--- src/rtl/i2cts_pkg.sv ---
// Package for the I2C timing register solver.
// Holds widths, bus timing tables, status codes and tdata width constants.
// No dependencies; used by i2c_timing_register_solver.
package i2cts_pkg;

   // request field widths
   localparam int CLK_W  = 28;
   localparam int MODE_W = 2;
   localparam int DNF_W  = 4;

   // tdata widths, padded to whole bytes
   localparam int REQ_DATA_W = 40;
   localparam int RSP_DATA_W = 72;

   // datapath widths
   localparam int T_W    = 40;  // clock period in ps, up to 1e12
   localparam int ACC_W  = 45;  // scaled periods, up to 16e12
   localparam int NUM_W  = 24;  // per-prescaler dividends, below 5e6
   localparam int CNT_W  = 6;   // divider iteration counter
   localparam int MULC_W = 5;   // filter period multiplier, up to 19
   localparam int TIME_W = 24;  // bus timing limits in ps

   localparam logic [T_W-1:0]  PS_PER_SECOND = 40'd1000000000000;
   localparam logic [CNT_W-1:0] T_DIV_STEPS  = 6'd40;
   localparam logic [CNT_W-1:0] P_DIV_STEPS  = 6'd24;

   // analog filter delay limits
   localparam logic [TIME_W-1:0] AF_MIN_PS = 24'd50000;
   localparam logic [TIME_W-1:0] AF_MAX_PS = 24'd260000;

   // register field limits
   localparam logic [NUM_W-1:0] DELAY_MAX   = 24'd15;
   localparam logic [NUM_W-1:0] SCL_Q_MAX   = 24'd16;
   localparam logic [NUM_W-1:0] COUNT_MAX   = 24'd255;
   localparam logic [3:0]       PRESC_LAST  = 4'd15;

   // speed modes
   localparam logic [MODE_W-1:0] MODE_STANDARD  = 2'd0;
   localparam logic [MODE_W-1:0] MODE_FAST      = 2'd1;
   localparam logic [MODE_W-1:0] MODE_FAST_PLUS = 2'd2;
   localparam logic [MODE_W-1:0] MODE_INVALID   = 2'd3;

   typedef enum logic [1:0] {
      STATUS_OK      = 2'd0,
      STATUS_BAD_ARG = 2'd1,
      STATUS_NO_FIT  = 2'd2
   } status_type;

   // data hold time maximum (hold minimum is zero in every mode)
   function automatic logic [TIME_W-1:0] hd_dat_max_ps(input logic [MODE_W-1:0] mode);
      case (mode)
         MODE_STANDARD:  hd_dat_max_ps = 24'd3450000;
         MODE_FAST:      hd_dat_max_ps = 24'd900000;
         MODE_FAST_PLUS: hd_dat_max_ps = 24'd450000;
         default:        hd_dat_max_ps = '0;
      endcase
   endfunction

   function automatic logic [TIME_W-1:0] fall_max_ps(input logic [MODE_W-1:0] mode);
      case (mode)
         MODE_STANDARD:  fall_max_ps = 24'd300000;
         MODE_FAST:      fall_max_ps = 24'd300000;
         MODE_FAST_PLUS: fall_max_ps = 24'd120000;
         default:        fall_max_ps = '0;
      endcase
   endfunction

   // rise time maximum plus data setup minimum
   function automatic logic [TIME_W-1:0] setup_need_ps(input logic [MODE_W-1:0] mode);
      case (mode)
         MODE_STANDARD:  setup_need_ps = 24'd1000000 + 24'd250000;
         MODE_FAST:      setup_need_ps = 24'd300000 + 24'd100000;
         MODE_FAST_PLUS: setup_need_ps = 24'd120000 + 24'd50000;
         default:        setup_need_ps = '0;
      endcase
   endfunction

   function automatic logic [TIME_W-1:0] low_min_ps(input logic [MODE_W-1:0] mode);
      case (mode)
         MODE_STANDARD:  low_min_ps = 24'd4700000;
         MODE_FAST:      low_min_ps = 24'd1300000;
         MODE_FAST_PLUS: low_min_ps = 24'd500000;
         default:        low_min_ps = '0;
      endcase
   endfunction

   function automatic logic [TIME_W-1:0] high_min_ps(input logic [MODE_W-1:0] mode);
      case (mode)
         MODE_STANDARD:  high_min_ps = 24'd4000000;
         MODE_FAST:      high_min_ps = 24'd600000;
         MODE_FAST_PLUS: high_min_ps = 24'd260000;
         default:        high_min_ps = '0;
      endcase
   endfunction

endpackage

--- src/rtl/i2c_timing_register_solver.sv ---
// I2C timing register solver: derives bus timing register fields from a clock.
// Depends on i2cts_pkg (widths, timing tables, status codes).
//
// Usage:
//  - Request channel req_*: one request carries the kernel clock in Hz, the
//    speed mode, the analog filter enable and the digital filter length.
//    req_tready is high only while the solver is idle; one request at a time.
//  - Response channel rsp_*: exactly one response per request, holding the
//    status, the packed timing word, its fields and the filter control bits.
//  - Timing: a bad argument skips the search. Otherwise the clock period is
//    found on the bit-serial divider, the filter delays by repeated addition,
//    and each of up to 16 prescaler trials takes up to five divisions on the
//    single shared restoring divider, which gives one quotient bit per cycle.
//  - Stall: the response sits in an output register until rsp_tready; the
//    solver may take the next request meanwhile, and holds a finished result
//    until the output register is free.
//  - Reset (synchronous, active high): returns to idle, drops rsp_tvalid.
module i2c_timing_register_solver (
   input  logic                                clock,
   input  logic                                reset,
   input  logic                                req_tvalid,
   output logic                                req_tready,
   // clock_hz[27:0], speed_mode[29:28], analog_filter_on[30], filter_length[34:31]
   input  logic [i2cts_pkg::REQ_DATA_W-1:0]    req_tdata,
   output logic                                rsp_tvalid,
   input  logic                                rsp_tready,
   // status[1:0], timing_word[33:2], prescaler[37:34], clock_delay[41:38],
   // data_delay[45:42], high_count[53:46], low_count[61:54],
   // analog_filter_off[62], filter_length_out[66:63]
   output logic [i2cts_pkg::RSP_DATA_W-1:0]    rsp_tdata
);

   typedef enum logic [2:0] {
      S_IDLE,
      S_DIVT,
      S_MUL,
      S_PREP,
      S_LOAD,
      S_DIV,
      S_DONE
   } state_type;

   typedef enum logic [2:0] {
      STEP_SDA_MAX,
      STEP_SDA_MIN,
      STEP_SCL,
      STEP_HIGH,
      STEP_LOW
   } step_type;

   state_type state_ff;
   step_type  step_ff;

   // request fields
   logic [i2cts_pkg::CLK_W-1:0]  clk_ff;
   logic [i2cts_pkg::MODE_W-1:0] mode_ff;
   logic                         af_ff;
   logic [i2cts_pkg::DNF_W-1:0]  dnf_ff;

   // period and scaled sums
   logic [i2cts_pkg::T_W-1:0]    t_ff;
   logic [i2cts_pkg::ACC_W-1:0]  tp_ff;
   logic [i2cts_pkg::ACC_W-1:0]  acc_min_ff;
   logic [i2cts_pkg::ACC_W-1:0]  acc_max_ff;
   logic [i2cts_pkg::MULC_W-1:0] mul_cnt_ff;
   logic                         mul_first_ff;

   // per-prescaler dividends and skip flags
   logic [i2cts_pkg::NUM_W-1:0]  num_sda_max_ff;
   logic [i2cts_pkg::NUM_W-1:0]  num_sda_min_ff;
   logic [i2cts_pkg::NUM_W-1:0]  num_scl_ff;
   logic [i2cts_pkg::NUM_W-1:0]  num_high_ff;
   logic [i2cts_pkg::NUM_W-1:0]  num_low_ff;
   logic                         skip_sda_min_ff;
   logic                         skip_high_ff;
   logic                         skip_low_ff;

   // bit-serial divider
   logic [i2cts_pkg::ACC_W-1:0]  div_rem_ff;
   logic [i2cts_pkg::T_W-1:0]    div_num_ff;
   logic [i2cts_pkg::T_W-1:0]    div_q_ff;
   logic [i2cts_pkg::CNT_W-1:0]  div_cnt_ff;

   // trial results
   logic [3:0]                   p_ff;
   logic [i2cts_pkg::NUM_W-1:0]  sda_max_ff;
   logic [3:0]                   sda_min_ff;
   logic [3:0]                   scl_ff;
   logic [i2cts_pkg::NUM_W-1:0]  nh_ff;
   logic [7:0]                   n_ff;
   i2cts_pkg::status_type        status_ff;

   logic                         rsp_tvalid_ff;
   logic [i2cts_pkg::RSP_DATA_W-1:0] rsp_tdata_ff;

   // request unpacking
   logic [i2cts_pkg::CLK_W-1:0]  req_clk;
   logic [i2cts_pkg::MODE_W-1:0] req_mode;
   logic                         req_af;
   logic [i2cts_pkg::DNF_W-1:0]  req_dnf;

   assign req_clk  = req_tdata[27:0];
   assign req_mode = req_tdata[29:28];
   assign req_af   = req_tdata[30];
   assign req_dnf  = req_tdata[34:31];

   assign req_tready = (state_ff == S_IDLE);
   assign rsp_tvalid = rsp_tvalid_ff;
   assign rsp_tdata  = rsp_tdata_ff;

   // output register takes a finished result
   logic rsp_load;

   assign rsp_load = (state_ff == S_DONE) && (!rsp_tvalid_ff || rsp_tready);

   // divider step: shift in one dividend bit, subtract when it fits
   logic [i2cts_pkg::ACC_W-1:0] div_den;
   logic [i2cts_pkg::ACC_W:0]   div_trial;
   logic [i2cts_pkg::ACC_W:0]   div_diff;
   logic                        div_ge;

   always_comb begin
      div_den   = (state_ff == S_DIVT) ?
                  {{(i2cts_pkg::ACC_W-i2cts_pkg::CLK_W){1'b0}}, clk_ff} : tp_ff;
      div_trial = {div_rem_ff, div_num_ff[i2cts_pkg::T_W-1]};
      div_diff  = div_trial - {1'b0, div_den};
      div_ge    = (div_trial >= {1'b0, div_den});
   end

   // mode limits and hold window check
   logic [i2cts_pkg::TIME_W-1:0] lim_hd_max;
   logic [i2cts_pkg::TIME_W-1:0] lim_fall;
   logic [i2cts_pkg::TIME_W-1:0] lim_setup;
   logic [i2cts_pkg::TIME_W-1:0] lim_high;
   logic [i2cts_pkg::TIME_W-1:0] lim_low;
   logic                         max_neg;

   always_comb begin
      lim_hd_max = i2cts_pkg::hd_dat_max_ps(mode_ff);
      lim_fall   = i2cts_pkg::fall_max_ps(mode_ff);
      lim_setup  = i2cts_pkg::setup_need_ps(mode_ff);
      lim_high   = i2cts_pkg::high_min_ps(mode_ff);
      lim_low    = i2cts_pkg::low_min_ps(mode_ff);
      max_neg    = acc_max_ff > {{(i2cts_pkg::ACC_W-i2cts_pkg::TIME_W){1'b0}}, lim_hd_max};
   end

   // dividend selection for the current step
   logic [i2cts_pkg::NUM_W-1:0] load_num;
   logic                        load_skip;

   always_comb begin
      case (step_ff)
         STEP_SDA_MAX: begin
            load_num  = num_sda_max_ff;
            load_skip = 1'b0;
         end
         STEP_SDA_MIN: begin
            load_num  = num_sda_min_ff;
            load_skip = skip_sda_min_ff;
         end
         STEP_SCL: begin
            load_num  = num_scl_ff;
            load_skip = 1'b0;
         end
         STEP_HIGH: begin
            load_num  = num_high_ff;
            load_skip = skip_high_ff;
         end
         STEP_LOW: begin
            load_num  = num_low_ff;
            load_skip = skip_low_ff;
         end
         default: begin
            load_num  = '0;
            load_skip = 1'b1;
         end
      endcase
   end

   // quotient checks
   logic [i2cts_pkg::NUM_W-1:0] quot;
   logic [i2cts_pkg::NUM_W-1:0] n_max;
   logic                        trial_reject;

   always_comb begin
      quot  = div_q_ff[i2cts_pkg::NUM_W-1:0];
      n_max = (nh_ff > quot) ? nh_ff : quot;
      trial_reject = (step_ff == STEP_SDA_MIN &&
                      (quot > sda_max_ff || quot > i2cts_pkg::DELAY_MAX)) ||
                     (step_ff == STEP_SCL && quot > i2cts_pkg::SCL_Q_MAX) ||
                     (step_ff == STEP_LOW && n_max > i2cts_pkg::COUNT_MAX);
   end

   // response word
   logic [i2cts_pkg::RSP_DATA_W-1:0] rsp_word;
   logic [31:0]                      timing_word;

   always_comb begin
      timing_word = {p_ff, 4'b0000, scl_ff, sda_min_ff, n_ff, n_ff};
      if (status_ff == i2cts_pkg::STATUS_OK) begin
         rsp_word = {5'b00000, dnf_ff, ~af_ff, n_ff, n_ff, sda_min_ff, scl_ff, p_ff,
                     timing_word, status_ff};
      end else begin
         rsp_word = {{(i2cts_pkg::RSP_DATA_W-2){1'b0}}, status_ff};
      end
   end

   // sequencer, divider and output register
   always_ff @(posedge clock) begin
      if (reset) begin
         state_ff      <= S_IDLE;
         rsp_tvalid_ff <= 1'b0;
      end else begin
         if (rsp_load) begin
            rsp_tvalid_ff <= 1'b1;
         end else if (rsp_tvalid_ff && rsp_tready) begin
            rsp_tvalid_ff <= 1'b0;
         end

         case (state_ff)
            S_IDLE: begin
               if (req_tvalid) begin
                  clk_ff     <= req_clk;
                  mode_ff    <= req_mode;
                  af_ff      <= req_af;
                  dnf_ff     <= req_dnf;
                  div_rem_ff <= '0;
                  div_q_ff   <= '0;
                  div_num_ff <= i2cts_pkg::PS_PER_SECOND;
                  div_cnt_ff <= i2cts_pkg::T_DIV_STEPS;
                  if (req_clk == '0 || req_mode == i2cts_pkg::MODE_INVALID) begin
                     status_ff <= i2cts_pkg::STATUS_BAD_ARG;
                     state_ff  <= S_DONE;
                  end else begin
                     state_ff  <= S_DIVT;
                  end
               end
            end

            // period = 1e12 / clock, one quotient bit per cycle
            S_DIVT: begin
               if (div_cnt_ff != '0) begin
                  div_rem_ff <= div_ge ? div_diff[i2cts_pkg::ACC_W-1:0] :
                                         div_trial[i2cts_pkg::ACC_W-1:0];
                  div_q_ff   <= {div_q_ff[i2cts_pkg::T_W-2:0], div_ge};
                  div_num_ff <= {div_num_ff[i2cts_pkg::T_W-2:0], 1'b0};
                  div_cnt_ff <= div_cnt_ff - 1'b1;
               end else begin
                  t_ff         <= div_q_ff;
                  tp_ff        <= {{(i2cts_pkg::ACC_W-i2cts_pkg::T_W){1'b0}}, div_q_ff};
                  acc_min_ff   <= {{(i2cts_pkg::ACC_W-i2cts_pkg::TIME_W){1'b0}},
                                   af_ff ? i2cts_pkg::AF_MIN_PS :
                                           {i2cts_pkg::TIME_W{1'b0}}};
                  acc_max_ff   <= {{(i2cts_pkg::ACC_W-i2cts_pkg::TIME_W){1'b0}},
                                   af_ff ? i2cts_pkg::AF_MAX_PS :
                                           {i2cts_pkg::TIME_W{1'b0}}};
                  mul_cnt_ff   <= {1'b0, dnf_ff} + 5'd4;
                  mul_first_ff <= 1'b1;
                  state_ff     <= S_MUL;
               end
            end

            // filter delays: (dnf+3)*t and (dnf+4)*t by repeated addition
            S_MUL: begin
               acc_max_ff <= acc_max_ff + {{(i2cts_pkg::ACC_W-i2cts_pkg::T_W){1'b0}}, t_ff};
               if (!mul_first_ff) begin
                  acc_min_ff <= acc_min_ff +
                                {{(i2cts_pkg::ACC_W-i2cts_pkg::T_W){1'b0}}, t_ff};
               end
               mul_first_ff <= 1'b0;
               mul_cnt_ff   <= mul_cnt_ff - 1'b1;
               if (mul_cnt_ff == 5'd1) begin
                  state_ff <= S_PREP;
               end
            end

            // dividends that do not depend on the prescaler
            S_PREP: begin
               num_sda_max_ff  <= lim_hd_max - acc_max_ff[i2cts_pkg::NUM_W-1:0];
               num_sda_min_ff  <= lim_fall - acc_min_ff[i2cts_pkg::NUM_W-1:0];
               num_scl_ff      <= lim_setup;
               num_high_ff     <= lim_high - acc_min_ff[i2cts_pkg::NUM_W-1:0] - 1'b1;
               num_low_ff      <= lim_low - acc_min_ff[i2cts_pkg::NUM_W-1:0] - 1'b1;
               skip_sda_min_ff <= acc_min_ff >
                                  {{(i2cts_pkg::ACC_W-i2cts_pkg::TIME_W){1'b0}}, lim_fall};
               skip_high_ff    <= acc_min_ff >=
                                  {{(i2cts_pkg::ACC_W-i2cts_pkg::TIME_W){1'b0}}, lim_high};
               skip_low_ff     <= acc_min_ff >=
                                  {{(i2cts_pkg::ACC_W-i2cts_pkg::TIME_W){1'b0}}, lim_low};
               p_ff            <= '0;
               step_ff         <= STEP_SDA_MAX;
               // hold window already used up: no prescaler can fit
               if (max_neg) begin
                  status_ff <= i2cts_pkg::STATUS_NO_FIT;
                  state_ff  <= S_DONE;
               end else begin
                  state_ff  <= S_LOAD;
               end
            end

            // start one division by the scaled period; skipped ones give zero
            S_LOAD: begin
               div_rem_ff <= '0;
               div_q_ff   <= '0;
               div_num_ff <= {load_skip ? {i2cts_pkg::NUM_W{1'b0}} : load_num,
                              {(i2cts_pkg::T_W-i2cts_pkg::NUM_W){1'b0}}};
               div_cnt_ff <= load_skip ? '0 : i2cts_pkg::P_DIV_STEPS;
               state_ff   <= S_DIV;
            end

            S_DIV: begin
               if (div_cnt_ff != '0) begin
                  div_rem_ff <= div_ge ? div_diff[i2cts_pkg::ACC_W-1:0] :
                                         div_trial[i2cts_pkg::ACC_W-1:0];
                  div_q_ff   <= {div_q_ff[i2cts_pkg::T_W-2:0], div_ge};
                  div_num_ff <= {div_num_ff[i2cts_pkg::T_W-2:0], 1'b0};
                  div_cnt_ff <= div_cnt_ff - 1'b1;
               end else if (trial_reject) begin
                  // prescaler rejected: try the next one or give up
                  step_ff <= STEP_SDA_MAX;
                  if (p_ff == i2cts_pkg::PRESC_LAST) begin
                     status_ff <= i2cts_pkg::STATUS_NO_FIT;
                     state_ff  <= S_DONE;
                  end else begin
                     p_ff     <= p_ff + 1'b1;
                     tp_ff    <= tp_ff +
                                 {{(i2cts_pkg::ACC_W-i2cts_pkg::T_W){1'b0}}, t_ff};
                     state_ff <= S_LOAD;
                  end
               end else begin
                  case (step_ff)
                     STEP_SDA_MAX: begin
                        sda_max_ff <= quot;
                        step_ff    <= STEP_SDA_MIN;
                        state_ff   <= S_LOAD;
                     end
                     STEP_SDA_MIN: begin
                        sda_min_ff <= quot[3:0];
                        step_ff    <= STEP_SCL;
                        state_ff   <= S_LOAD;
                     end
                     STEP_SCL: begin
                        scl_ff   <= (quot == '0) ? 4'd0 : 4'(quot - 1'b1);
                        step_ff  <= STEP_HIGH;
                        state_ff <= S_LOAD;
                     end
                     STEP_HIGH: begin
                        nh_ff    <= quot;
                        step_ff  <= STEP_LOW;
                        state_ff <= S_LOAD;
                     end
                     STEP_LOW: begin
                        n_ff      <= n_max[7:0];
                        status_ff <= i2cts_pkg::STATUS_OK;
                        state_ff  <= S_DONE;
                     end
                     default: begin
                        step_ff  <= STEP_SDA_MAX;
                        state_ff <= S_LOAD;
                     end
                  endcase
               end
            end

            // hand the result to the output register once it is free
            S_DONE: begin
               if (rsp_load) begin
                  rsp_tdata_ff <= rsp_word;
                  state_ff     <= S_IDLE;
               end
            end

            default: begin
               state_ff <= S_IDLE;
            end
         endcase
      end
   end

`ifndef SYNTHESIS
   // a request starts work: no second request the cycle after
   a_busy_after_req: assert property (@(posedge clock) disable iff (reset)
      (req_tvalid && req_tready) |=> !req_tready)
      else $error("request accepted while solver busy");

   // divider remainder stays below the divisor
   a_div_rem: assert property (@(posedge clock) disable iff (reset)
      (state_ff == S_DIVT || state_ff == S_DIV) |-> (div_rem_ff < div_den))
      else $error("divider remainder out of range");

   // failed responses carry only the status
   a_fail_zero: assert property (@(posedge clock) disable iff (reset)
      (rsp_tvalid && rsp_tdata[1:0] != i2cts_pkg::STATUS_OK) |->
      (rsp_tdata[i2cts_pkg::RSP_DATA_W-1:2] == '0))
      else $error("failure response with nonzero fields");

   // solved responses: fields agree with the packed word
   a_ok_fields: assert property (@(posedge clock) disable iff (reset)
      (rsp_tvalid && rsp_tdata[1:0] == i2cts_pkg::STATUS_OK) |->
      (rsp_tdata[53:46] == rsp_tdata[61:54] && rsp_tdata[33:30] == rsp_tdata[37:34] &&
       rsp_tdata[25:22] == rsp_tdata[41:38] && rsp_tdata[21:18] == rsp_tdata[45:42] &&
       rsp_tdata[17:10] == rsp_tdata[53:46] && rsp_tdata[29:26] == 4'd0))
      else $error("timing word disagrees with fields");
`endif

endmodule
--- config.mk ---
export PLATFORM = sky130hd
export DESIGN_NAME = i2c_timing_register_solver
export DESIGN_NICKNAME = d
export VERILOG_FILES = /design/src/rtl/i2cts_pkg.sv /design/src/rtl/i2c_timing_register_solver.sv
export SDC_FILE = /design/constraint.sdc
export NUM_CORES = 1
export LEC_CHECK = 0
export BUFFER_PORTS_ARGS = -buffer_cell sky130_fd_sc_hd__buf_2
export CORE_UTILIZATION = 51
export CTS_BUF_LIST = sky130_fd_sc_hd__clkbuf_4
export DETAILED_ROUTE_END_ITERATION = 7
export HOLD_SLACK_MARGIN = 0.08
export PLACE_DENSITY_LB_ADDON = 0.08
export SKIP_LAST_GASP = 1
export SLEW_MARGIN = 0
export SYNTH_ARGS = -nofsm -noshare
export SYNTH_HDL_FRONTEND = slang
export SYNTH_SLANG_ARGS = --single-unit
--- constraint.sdc ---
create_clock -name clock -period 29.9 [get_ports clock]
set_input_delay 4.485 -clock clock [delete_from_list [all_inputs] [get_ports clock]]
set_output_delay 4.485 -clock clock [all_outputs]
set_load 0.03 [all_outputs]
==> run_summary.xml <==
<?xml version="1.0" encoding="UTF-8"?>
<metrics>
  <group name="floorplanning">
    <metric name="std_cell_rows" unit="">96</metric>
    <metric name="fp.dieH" unit="um">264.9</metric>
    <metric name="design.die.area" unit="sq mm">0.07016</metric>
    <metric name="floorplan.initialDensity" unit="%">51.48</metric>
    <metric name="fp.dieW" unit="um">264.9</metric>
    <metric name="io-pin-count" unit="">118</metric>
    <metric name="core_region_area" unit="sq mm">0.06847</metric>
  </group>
  <group name="clocking">
    <metric name="path_clk_slew" unit="ns">0.07</metric>
    <metric name="post_cts_hold_buffer_count" unit="">0</metric>
    <metric name="cts-root-buf" unit="">sky130_fd_sc_hd__clkbuf_4</metric>
    <metric name="cts_htree_levels" unit="">4</metric>
    <metric name="cts_inserted_buffers" unit="">152</metric>
    <metric name="cts_buffer_depth" unit="">3</metric>
    <metric name="cts_setup_buffers" unit="">0</metric>
    <metric name="postCtsResizedCells" unit="">0</metric>
    <metric name="cts_num_sinks" unit="">540</metric>
    <metric name="cts_tree" unit="">yes</metric>
    <metric name="worstSkewPairLatency" unit="ns">1.03</metric>
  </group>
  <group name="critical_path">
    <metric name="timing.critical_path.required" unit="ns">25.42</metric>
    <metric name="critPathArrivalTime" unit="ns">2.49</metric>
    <metric name="end_kind" unit="">primary output</metric>
    <metric name="timing.rr.start" unit="">state_ff[1]</metric>
    <metric name="timing.critical_path.from_type" unit="">flip-flop</metric>
    <metric name="critical_path.max_fanout" unit="">26</metric>
    <metric name="crit_start" unit="">state_ff[1]</metric>
    <metric name="critical_path_class" unit="">reg -&gt; out</metric>
  </group>
  <group name="drt">
    <metric name="dr_total_vias" unit="">26560</metric>
    <metric name="wl" unit="um">93970</metric>
    <metric name="first_pass_iters" unit="">7</metric>
    <metric name="wire_per_inst" unit="um">20.90</metric>
    <metric name="number_of_drc_markers_in_iteration_0" unit="">2014</metric>
    <metric name="drt.antenna.violating_nets" unit="">0</metric>
    <metric name="vias_per_cell" unit="">5.907</metric>
    <metric name="drc" unit="">0</metric>
  </group>
  <group name="global_route">
    <metric name="global_route.usage.met1" unit="%">36.31</metric>
    <metric name="grt_max_degree" unit="">83</metric>
    <metric name="antenna_found_initial" unit="">3</metric>
    <metric name="grt_use_met2" unit="%">43.41</metric>
    <metric name="grt_first_pass_wirelength" unit="um">145300</metric>
    <metric name="first_global_vias" unit="">25970</metric>
    <metric name="grt_overflow" unit="">0</metric>
    <metric name="busiest_layer" unit="">met2</metric>
    <metric name="global_route.usage.total" unit="%">26.77</metric>
    <metric name="grt.met3_usage" unit="%">3.994</metric>
  </group>
  <group name="timing">
    <metric name="final-setup-viol-count" unit="">0</metric>
    <metric name="rsz0062_at_grt" unit="">no</metric>
    <metric name="slew-limit-headroom" unit="%">13.50</metric>
    <metric name="maxSlewViolCount" unit="">0</metric>
    <metric name="timing.final.crit_share" unit="%">23.32</metric>
    <metric name="finalSetupTns" unit="ns">0</metric>
    <metric name="final.min_clock_period" unit="ns">6.972</metric>
    <metric name="fmaxAchievable" unit="GHz">0.1434</metric>
    <metric name="final.setup_skew" unit="ns">0.07570</metric>
    <metric name="worst-slew-pin-transition" unit="ns">1.294</metric>
    <metric name="finalHoldViolations" unit="">0</metric>
    <metric name="holdWs" unit="ns">0.4664</metric>
  </group>
  <group name="yosys">
    <metric name="syn_inst" unit="">3361</metric>
    <metric name="post_synth_main_area_contributors" unit="">sky130_fd_sc_hd__edfxtp_1, sky130_fd_sc_hd__ha_1, sky130_fd_sc_hd__a21oi_1</metric>
    <metric name="synth_top_area_cell" unit="">sky130_fd_sc_hd__edfxtp_1</metric>
    <metric name="synth.top_cell.area_share" unit="%">45.67</metric>
    <metric name="yosysWarnings" unit="">0</metric>
    <metric name="mappedNetlistArea" unit="sq mm">0.03525</metric>
    <metric name="syn-mean-instance-area" unit="sq um">10.49</metric>
    <metric name="synth.lib_cells_used.distinct" unit="">91</metric>
    <metric name="ys_ff_latch" unit="">540</metric>
    <metric name="postSynth.topFlopCell" unit="">sky130_fd_sc_hd__edfxtp_1</metric>
    <metric name="number_of_enable_flip_flop_cells_after_synthesis" unit="">536</metric>
    <metric name="async_reset_ff_share" unit="%">0</metric>
    <metric name="synth.yosys.seq_area_share" unit="%">45.89</metric>
  </group>
  <group name="final_layout">
    <metric name="area_delta_synth_final" unit="%">8.754</metric>
    <metric name="fin_util" unit="%">55.99</metric>
    <metric name="finish.cell_count_without_fillers" unit="">4497</metric>
    <metric name="final_layout_size_suffix_gt1_share" unit="%">12.30</metric>
    <metric name="count_of_fill_cells_added_during_filler_insertion" unit="">6070</metric>
    <metric name="final_net_count" unit="">3903</metric>
  </group>
  <group name="place">
    <metric name="place_inst" unit="">4239</metric>
    <metric name="detailedPlacementHpwl" unit="um">68640</metric>
    <metric name="globalplace.congestion" unit="">0.9317</metric>
    <metric name="place.port_buffers" unit="">103</metric>
  </group>
  <group name="pwr">
    <metric name="vdd.ir_drop.worst" unit="V">0.00004013</metric>
    <metric name="cellPowerDensity" unit="mW/mm^2">58.23</metric>
    <metric name="pwr_total" unit="W">0.002232</metric>
    <metric name="leakagePower" unit="nW">15.57</metric>
  </group>
  <group name="flow_run">
    <metric name="cap_violations" unit="">0</metric>
  </group>
  <group name="status">
    <metric name="status" unit="">finished clean</metric>
  </group>
  <group name="worst_hold_path">
    <metric name="hold_start" unit="">div_q_ff[39]</metric>
    <metric name="hp-class" unit="">reg -&gt; reg</metric>
  </group>
</metrics>
==> per-layer routing <==
| metal | part of all wire (%) | routed length [um] |
|---|---|---|
| met5 | 0 | 0 |
| met4 | 2.8 | 2664 |
| met3 | 5.0 | 4671 |
| met2 | 47 | 43910 |
| met1 | 45 | 42720 |
==> logic make-up after synthesis <==
logic type	after synthesis	share of synthesized area, %
and+or+nand+nor	914	12.58
other	1	0.01064
DFF	540	45.89
AOI/OAI and AO/OA	895	16.10
muxes	98	3.021
xor gates and xnor gates	232	5.765
buffers and inverters	333	4.143
adders and majority gates	348	12.48
==> layout by cell type (no fill, tap or decap), types with 58 or more instances in the layout <==
cell	instances
sky130_fd_sc_hd__a21oi_1	256
sky130_fd_sc_hd__ha_1	342
sky130_fd_sc_hd__xor2_1	92
sky130_fd_sc_hd__nor2_1	266
sky130_fd_sc_hd__nor3_1	58
sky130_fd_sc_hd__a21o_1	135
sky130_fd_sc_hd__xnor2_1	140
sky130_fd_sc_hd__inv_1	181
sky130_fd_sc_hd__mux2i_1	88
sky130_fd_sc_hd__edfxtp_1	536
sky130_fd_sc_hd__nand2_1	225
sky130_fd_sc_hd__o21ai_0	225
sky130_fd_sc_hd__clkbuf_4	211
sky130_fd_sc_hd__buf_2	103
==> synth_stat cells (all sizes together), types with 11 or more instances <==
cell type	instances
a2111oi	11
nor2	272
nor4	34
buf	64
ha	342
o21a	38
o21bai	33
inv	182
a31o	16
nor2b	41
o211ai	13
and3	25
and2	56
nand2b	38
or3	11
nand3	56
mux2i	88
o31ai	13
a211oi	20
nor3	60
nand4	43
edfxtp	536
xor2	92
xnor2	140
a21o	135
o21ai	230
nand2	226
clkbuf	87
a21oi	259
a31oi	34
a22oi	18
==> path summary, 6_finish.rpt <==
| path | endpoint | slack (ns) | cells after the start |
|---|---|---|---|
| setup / recovery | req_tready | 22.93 | 2 |
| hold / removal | t_ff[39] | 0.47 | 0 |
| setup reg to reg | div_rem_ff[8] | 23.61 | 18 |
| hold reg to reg | t_ff[39] | 0.47 | 0 |
==> metrics by stage <==
stage | setup WS [ns] | instance area, sq um
2_1_floorplan | 5.577 | 35280
3_3_place_gp | 23.13 | 36490
3_5_place_dp | 23.07 | 36490
4_1_cts | 22.87 | 38320
5_1_grt | 22.73 | 38330
6_report | 22.93 | 38330
==> area by class of cell <==
class	count	area [sq um]	share of cell area (%)
clock buffer	211	1584	4.133
sequential	540	16180	42.20
tap	882	1104	2.879
inverter	182	683.2	1.782
antenna	5	12.51	0.03264
timing repair buffer	139	785.8	2.050
clock inverter	42	246.5	0.6431
multi-input combinational	2496	17740	46.28
==> state kept, by name (all words and copies together), names as in the netlist, 24 cells and up <==
name and count:
rsp_tdata 27, tp_ff 45, t_ff 40, clk_ff 28, acc_max_ff 45, div_num_ff 28, sda_max_ff 24, div_q_ff 40
num_high_ff 24, nh_ff 24, acc_min_ff 45, div_rem_ff 45, num_sda_max_ff 24, num_sda_min_ff 24
==> worst max-delay path, cell delays in order, from the launching register on <==
cell	delay, ns
sky130_fd_sc_hd__dfxtp_1	0.59
sky130_fd_sc_hd__nor3_1	0.57
sky130_fd_sc_hd__buf_2	0.31
==> power by group <==
part / switching, W / internal [W] / total (W) / leakage (nW)
Clock: 0.000333 / 0.000335 / 0.000668 / 1.07
Sequential: 0.0000479 / 0.000920 / 0.000968 / 4.98
Combinational: 0.000364 / 0.000233 / 0.000597 / 9.52
Note: power is estimated with default switching activity, not from simulation.
